## config.mk

```make
export PLATFORM = sky130hd
export DESIGN_NAME = mic_dc_block_gain_vu_meter_core
export DESIGN_NICKNAME = d
export VERILOG_FILES = /design/src/hdl/mdcvu_pkg.sv /design/src/hdl/mic_dc_block_gain_vu_meter_core.sv
export SDC_FILE = /design/constraint.sdc
export NUM_CORES = 1
export LEC_CHECK = 0
export BUFFER_PORTS_ARGS = -buffer_cell sky130_fd_sc_hd__buf_2
export CAP_MARGIN = 20
export CORE_UTILIZATION = 56
export DETAILED_ROUTE_END_ITERATION = 10
export PLACE_DENSITY = 0.74
export SYNTH_ARGS = -nofsm -noshare
export SYNTH_HDL_FRONTEND = slang
export SYNTH_SLANG_ARGS = --single-unit
```

## constraint.sdc

```tcl
create_clock -name i_clk -period 29 [get_ports i_clk]
set_input_delay 5.8 -clock i_clk [delete_from_list [all_inputs] [get_ports i_clk]]
set_output_delay 5.8 -clock i_clk [all_outputs]
set_load 0.01 [all_outputs]
```

## src/hdl/mdcvu_pkg.sv

```systemverilog
// Shared types, codes and helper function of the microphone conditioner.
package mdcvu_pkg;

    localparam int unsigned WarmupWidth  = 16;
    localparam int unsigned GainWidth    = 4;
    localparam int unsigned SampleWidth  = 16;
    localparam int unsigned PeakWidth    = 15;
    localparam int unsigned VuWidth      = 4;
    localparam int unsigned FiltWidth    = 24;
    localparam int unsigned CfgDataWidth = 16;
    localparam int unsigned VuMax        = 10;
    localparam int unsigned VuStep       = 1600;

    localparam logic [GainWidth-1:0] GainReset = 4'd3;

    // Register indexes of the configuration port.
    localparam logic CFG_WARMUP_LENGTH = 1'b0;
    localparam logic CFG_MIC_GAIN      = 1'b1;

    typedef enum logic [1:0] {
        OP_SAMPLE  = 2'd0,
        OP_DECAY   = 2'd1,
        OP_RESTART = 2'd2
    } t_op;

    typedef struct packed {
        t_op                            operation;
        logic signed [SampleWidth-1:0]  sample;
        logic                           last_in_chunk;
    } t_in_word;

    typedef struct packed {
        logic                           sample_valid;
        logic signed [SampleWidth-1:0]  conditioned_sample;
        logic [PeakWidth-1:0]           chunk_peak;
        logic [VuWidth-1:0]             vu_level;
    } t_out_word;

    // Peak / 1600 capped at 10, as a row of independent threshold compares.
    function automatic logic [VuWidth-1:0] vu_from_peak(input logic [PeakWidth-1:0] peak);
        logic [VuWidth-1:0] level;
        level = '0;
        for (int k = 1; k <= VuMax; k++) begin
            if ({1'b0, peak} >= (PeakWidth+1)'(k * VuStep)) begin
                level = VuWidth'(k);
            end
        end
        return level;
    endfunction

endpackage

```

## src/hdl/mic_dc_block_gain_vu_meter_core.sv

```systemverilog
// Microphone conditioner top level: DC-blocking filter, gain, saturation, peak VU meter.
//
// Usage:
//   Input channel (i_in_valid / o_in_stall / i_in_word) carries one word per
//   operation: a sample, a VU decay tick or a restart. Every accepted word
//   yields exactly one output word on o_out_valid / i_out_stall / o_out_word,
//   carrying the conditioned sample (when one is kept past warm-up), the
//   published chunk peak and the current VU level.
//   A word taken in sits in the input register, is processed by the filter,
//   gain multiplier and peak logic combinationally and lands in the output
//   register once that register is free or draining.
//   Throughput is one word per cycle while the receiver does not stall; the
//   filter feedback (previous input and previous filtered value) is held in registers.
//   When the receiver stalls, the output register holds its word and the
//   input register holds the pending word; o_in_stall rises only once both
//   are full, so no word is lost or repeated.
//   Configuration (i_cfg_we / i_cfg_index / i_cfg_wdata) is to be written only while
//   the block is idle; the block does not enforce this. A new warm-up length takes
//   effect at the next restart. Synchronous reset (i_rst_n low) empties both registers,
//   clears the filter taps, peaks and VU level, and loads gain 3 and warm-up length 0.
module mic_dc_block_gain_vu_meter_core
    import mdcvu_pkg::*;
(
    input  logic                    i_clk,
    input  logic                    i_rst_n,
    // configuration write port
    input  logic                    i_cfg_we,
    input  logic                    i_cfg_index,
    input  logic [CfgDataWidth-1:0] i_cfg_wdata,
    // input channel
    input  logic                    i_in_valid,
    output logic                    o_in_stall,
    input  t_in_word                i_in_word,
    // output channel
    output logic                    o_out_valid,
    input  logic                    i_out_stall,
    output t_out_word               o_out_word
);

    // configuration
    logic [WarmupWidth-1:0] r_warmup_length;
    logic [GainWidth-1:0]   r_mic_gain;

    // pipeline registers
    logic      r_in_valid;
    t_in_word  r_in_word;
    logic      r_out_valid;
    t_out_word r_out_word;

    // block state
    logic signed [SampleWidth-1:0] r_prev_in,  n_prev_in;
    logic signed [FiltWidth-1:0]   r_prev_filt, n_prev_filt;
    logic [WarmupWidth-1:0]        r_warmup_left, n_warmup_left;
    logic [PeakWidth-1:0]          r_run_peak, n_run_peak;
    logic [PeakWidth-1:0]          r_pub_peak, n_pub_peak;
    logic [VuWidth-1:0]            r_vu, n_vu;
    t_out_word                     n_out_word;

    // datapath intermediates
    logic signed [28:0]            feed_prod;
    logic signed [28:0]            feed_adj;
    logic signed [FiltWidth-1:0]   feed_q;
    logic signed [FiltWidth+1:0]   filt_sum;
    logic signed [FiltWidth-1:0]   filt_y;
    logic signed [28:0]            gain_prod;
    logic signed [SampleWidth-1:0] sat_g;
    logic [PeakWidth-1:0]          mag;
    logic [PeakWidth-1:0]          peak_now;
    logic [VuWidth-1:0]            vu_cand;

    logic advance;

    // Move the input register forward when the output register is free or draining.
    assign advance    = !r_out_valid || !i_out_stall;
    assign o_in_stall = r_in_valid && !advance;

    assign o_out_valid = r_out_valid;
    assign o_out_word  = r_out_word;

    // configuration writes
    always_ff @(posedge i_clk) begin
        if (!i_rst_n) begin
            r_warmup_length <= '0;
            r_mic_gain      <= GainReset;
        end else if (i_cfg_we) begin
            case (i_cfg_index)
                CFG_WARMUP_LENGTH: r_warmup_length <= i_cfg_wdata[WarmupWidth-1:0];
                CFG_MIC_GAIN:      r_mic_gain      <= i_cfg_wdata[GainWidth-1:0];
                default:           r_mic_gain      <= r_mic_gain;
            endcase
        end
    end

    // Filter, gain and saturation for the word in the input register.
    always_comb begin
        // (prev_filt * 31) / 32, rounding toward zero: bias negatives before the shift.
        feed_prod = 29'(r_prev_filt) * 29'sd31;
        feed_adj  = feed_prod + (feed_prod[28] ? 29'sd31 : 29'sd0);
        feed_q    = feed_adj[28:5];
        filt_sum  = (FiltWidth+2)'(r_in_word.sample) - (FiltWidth+2)'(r_prev_in)
                  + (FiltWidth+2)'(feed_q);
        filt_y    = filt_sum[FiltWidth-1:0];

        gain_prod = 29'(filt_y) * $signed({25'd0, r_mic_gain});
        if (gain_prod > 29'sd32767) begin
            sat_g = 16'sh7FFF;
        end else if (gain_prod < -29'sd32768) begin
            sat_g = 16'sh8000;
        end else begin
            sat_g = gain_prod[SampleWidth-1:0];
        end

        // Magnitude, with the most negative value taken as full scale.
        if (sat_g == 16'sh8000) begin
            mag = 15'h7FFF;
        end else if (sat_g[SampleWidth-1]) begin
            mag = PeakWidth'(-sat_g);
        end else begin
            mag = sat_g[PeakWidth-1:0];
        end
    end

    // Next state and result word.
    always_comb begin
        n_prev_in     = r_prev_in;
        n_prev_filt   = r_prev_filt;
        n_warmup_left = r_warmup_left;
        n_run_peak    = r_run_peak;
        n_pub_peak    = r_pub_peak;
        n_vu          = r_vu;
        n_out_word    = '0;
        peak_now      = r_run_peak;
        vu_cand       = '0;

        case (r_in_word.operation)
            OP_SAMPLE: begin
                if (r_warmup_left != '0) begin
                    // drop the sample, count down warm-up
                    n_warmup_left = r_warmup_left - 1'b1;
                end else begin
                    n_prev_in   = r_in_word.sample;
                    n_prev_filt = filt_y;
                    n_out_word.sample_valid       = 1'b1;
                    n_out_word.conditioned_sample = sat_g;
                    if (mag > r_run_peak) begin
                        peak_now = mag;
                    end
                end
                n_run_peak = peak_now;
                if (r_in_word.last_in_chunk) begin
                    // publish the chunk peak and raise the meter
                    n_pub_peak = peak_now;
                    n_run_peak = '0;
                    vu_cand    = vu_from_peak(peak_now);
                    if (vu_cand > r_vu) begin
                        n_vu = vu_cand;
                    end
                end
            end
            OP_DECAY: begin
                if (r_vu != '0) begin
                    n_vu = r_vu - 1'b1;
                end
            end
            OP_RESTART: begin
                n_prev_in     = '0;
                n_prev_filt   = '0;
                n_warmup_left = r_warmup_length;
                n_run_peak    = '0;
                n_pub_peak    = '0;
                n_vu          = '0;
            end
            default: begin
                // unused code: no state change
            end
        endcase

        n_out_word.chunk_peak = n_pub_peak;
        n_out_word.vu_level   = n_vu;
    end

    // pipeline control and state
    always_ff @(posedge i_clk) begin
        if (!i_rst_n) begin
            r_in_valid    <= 1'b0;
            r_out_valid   <= 1'b0;
            r_prev_in     <= '0;
            r_prev_filt   <= '0;
            r_warmup_left <= '0;
            r_run_peak    <= '0;
            r_pub_peak    <= '0;
            r_vu          <= '0;
        end else begin
            if (advance) begin
                r_out_valid <= r_in_valid;
                if (r_in_valid) begin
                    r_prev_in     <= n_prev_in;
                    r_prev_filt   <= n_prev_filt;
                    r_warmup_left <= n_warmup_left;
                    r_run_peak    <= n_run_peak;
                    r_pub_peak    <= n_pub_peak;
                    r_vu          <= n_vu;
                end
            end
            if (!o_in_stall) begin
                r_in_valid <= i_in_valid;
            end
        end
    end

    // payload registers
    always_ff @(posedge i_clk) begin
        if (advance && r_in_valid) begin
            r_out_word <= n_out_word;
        end
        if (!o_in_stall && i_in_valid) begin
            r_in_word <= i_in_word;
        end
    end

endmodule
```

==> reports/metrics.yaml <==
status: "finished clean"
via_count: 15500
diodes: 0
leakagePower_uw: 0.00873
holdWs_ns: 0.466
io_pins: 79
critPathKind: "flop to flop"
die_h_um: 183
syn_area_per_cell_um2: 8.52
grt_pass1_vias: 15000
holdPathStages: 2
clock.fmax_mhz: 42.6
synth_edf_count: 55
clock_path_buffers: 2
async_flop_share_pct: 0
wl_met1_um: 21800
initial_utilization_pct: 57.4
ys_warn_count: 0
grt_pass1_wl_um: 76100
crit_family: "compound AO/OA/AOI/OAI gates"
finalInstanceArea_um2: 19600
cts_root_buf: "clkbuf_16"
synth-seq-cells: 167
r2r-start: "r_prev_filt[7]$_SDFFE_PN0P_"
cts_resized: 0
start_kind: "flop"
top_layer: "met4"
seq_area_frac_synth_pct: 21.3
nets: 2519
wl_per_cell_um: 17.5
synth_cells: 2146
skew_ns: 0.0104
place_congestion: 0.972
synth_top_area_share_pct: 15.1
crit_start: "r_prev_filt[7]$_SDFFE_PN0P_"
max_stage_delay_ns: 0.74
portBuffers: 78
cp_common_cell: "o21ai_0"
finalNonFillerCells: 2628
hold_buffers: 0
path_depth: 89
post_cts_buffers: 0
wl_met2_um: 20600
antenna_left: 0
dieWidth_um: 183
clk_pin_slew_ns: 0.07
crit_slowest_cell: "mux2i_1"
drc: 0
min_period_over_period_pct: 80.9
worst_slew_pin_slew_ns: 1.07
setup_violations: 0
arrival_ns: 23.83
synthToLayoutAreaGrowth_pct: 7.21
slew_headroom_pct: 28.2
core-area_um2: 31900
cp_max_fo: 14
hold_start: "r_warmup_length[8]$_SDFFE_PN0P_"
fin_util_pct: 61.5
cts_tree: "built"
yosysTopAreaCell: "fa_1"
drt_iter0_drc: 1275
fin_crit_ns: 23.47
layout_commonest_cell: "inv_1"
cts_sinks: 167
required_ns: 29.36
drive_above_1_share_pct: 8.48
clk_latency_ns: 0.45
wl_um: 46000
synth_area_leaders: "fa_1 15%, dfxtp_1 12%, ha_1 11%, edfxtp_1 9.0%, inv_1 5.8%"
crit_buf_inv: 6
place_area_um2: 19000
cts_made_buffers: 17
fp-row-count: 65
place_inst: 2596
drv_cap: 0
grt_overflow: 0
h-tree-depth: 4
grt_max_degree: 99
power_density_nw_per_um2: 120
ys.flop_type: "dfxtp_1"
grt_usage_pct: 28.7
ir_drop_mv: 0.116
dp_hpwl_um: 36500
slew_viol_final: 0
tns_ns: 0
met3WireLength_um: 2700
reg2reg_depth: 89
cp-end-kind: "flop"
dr.pass1.iters: 6
yosys.cell_types.count: 103
most-common-layout-cells: "284 x inv_1, 201 x nand2_1, 160 x ha_1"
die_area_um2: 33400
hold_viol_final: 0
via_per_inst: 5.91
grt_setup_unrepaired: "false"
netlist_area_um2: 18300
antenna_found_initial: 0
syn_nets: 2485
min_path_type: "flop to flop"
[power breakdown]
group / switching (uW) / internal [uW] / leakage [uW]
logic: 1180 / 680 / 0.00699
registers: 12.0 / 258 / 0.00145
clock network: 105 / 125 / 0.000285
total: 1300 / 1060 / 0.00873
[routing by layer]
metal / GRT usage [%] / up-vias
li1: - / 7482
met2: 45.0 / 437
met5: 0 / -
met1: 41.3 / 7555
met4: 7.90 / 0
met3: 3.95 / 62
[flip-flops by register name, indices dropped and copies added (netlist names)]
register	cells
r_pub_peak	15
r_prev_in	16
o_out_valid	1
r_warmup_length	16
r_in_word	19
r_prev_filt	24
r_mic_gain	4
o_out_word	36
r_in_valid	1
r_warmup_left	16
r_run_peak	15
r_vu	4
[cell families after synthesis]
group	count (synthesis)	share of synthesized area, %
simple gates	686	19.6
compound gates	519	19.4
buf+inv	359	7.48
fa+ha+maj	298	26.1
flops	167	21.3
xor+xnor	95	4.71
mux	22	1.44
[layout make-up]
class | instances | area [um2]
Multi-Input combinational cell | 1620 | 13000
Fill cell | 2910 | 12300
Sequential cell | 167 | 3890
Inverter | 284 | 1070
Tap cell | 435 | 544
Timing Repair Buffer | 90 | 480
Clock buffer | 19 | 454
Clock inverter | 13 | 130
[metrics by stage]
| step | setup WS (ns) | total power (uW) |
|---|---|---|
| floorplan | 9.02 | 1680 |
| global placement | 6.63 | 2060 |
| detailed placement | 6.02 | 2090 |
| CTS | 5.82 | 2340 |
| global route | 3.78 | 2580 |
| finish | 5.53 | 2360 |
[worst paths after layout]
| kind | to | slack (ns) |
|---|---|---|
| setup reg to reg | r_vu[0]$_SDFFE_PN0P_ | 5.53 |
| hold / removal | r_warmup_length[8]$_SDFFE_PN0P_ | 0.47 |
| hold reg to reg | r_warmup_length[8]$_SDFFE_PN0P_ | 0.47 |
| setup / recovery | r_vu[0]$_SDFFE_PN0P_ | 5.53 |
[cell usage after synthesis, types with 6 or more instances]
master    count
nand3b_1      6
nor3b_1       6
nand4_1      14
a31oi_1      21
nand2b_1     25
a21oi_1     116
nor4_1       16
inv_1       284
and4_1        8
o211ai_1     14
or2_2         8
and2_1       88
a211oi_1     19
o21ai_1      12
a21boi_0     31
clkbuf_1     64
xor2_1       31
nand3_1      44
buf_2         6
a21o_1       31
nor2_1       97
o21ai_0      87
nand2_1     201
o21a_1       13
o21bai_1      8
fa_1        138
nor2b_1      79
nor3_1       35
ha_1        160
a211o_1      11
o22ai_1      16
xnor2_1      61
or3_1        13
mux2i_1      14
a22oi_1      62
dfxtp_1     112
and3_1       16
edfxtp_1     55
[worst min-delay path, stage by stage, from the launching register on]
cell and delay, ns:
dfxtp_1 0.31, nand2_1 0.05, a21boi_0 0.06
No activity file was read; power rests on OpenSTA's default activity.
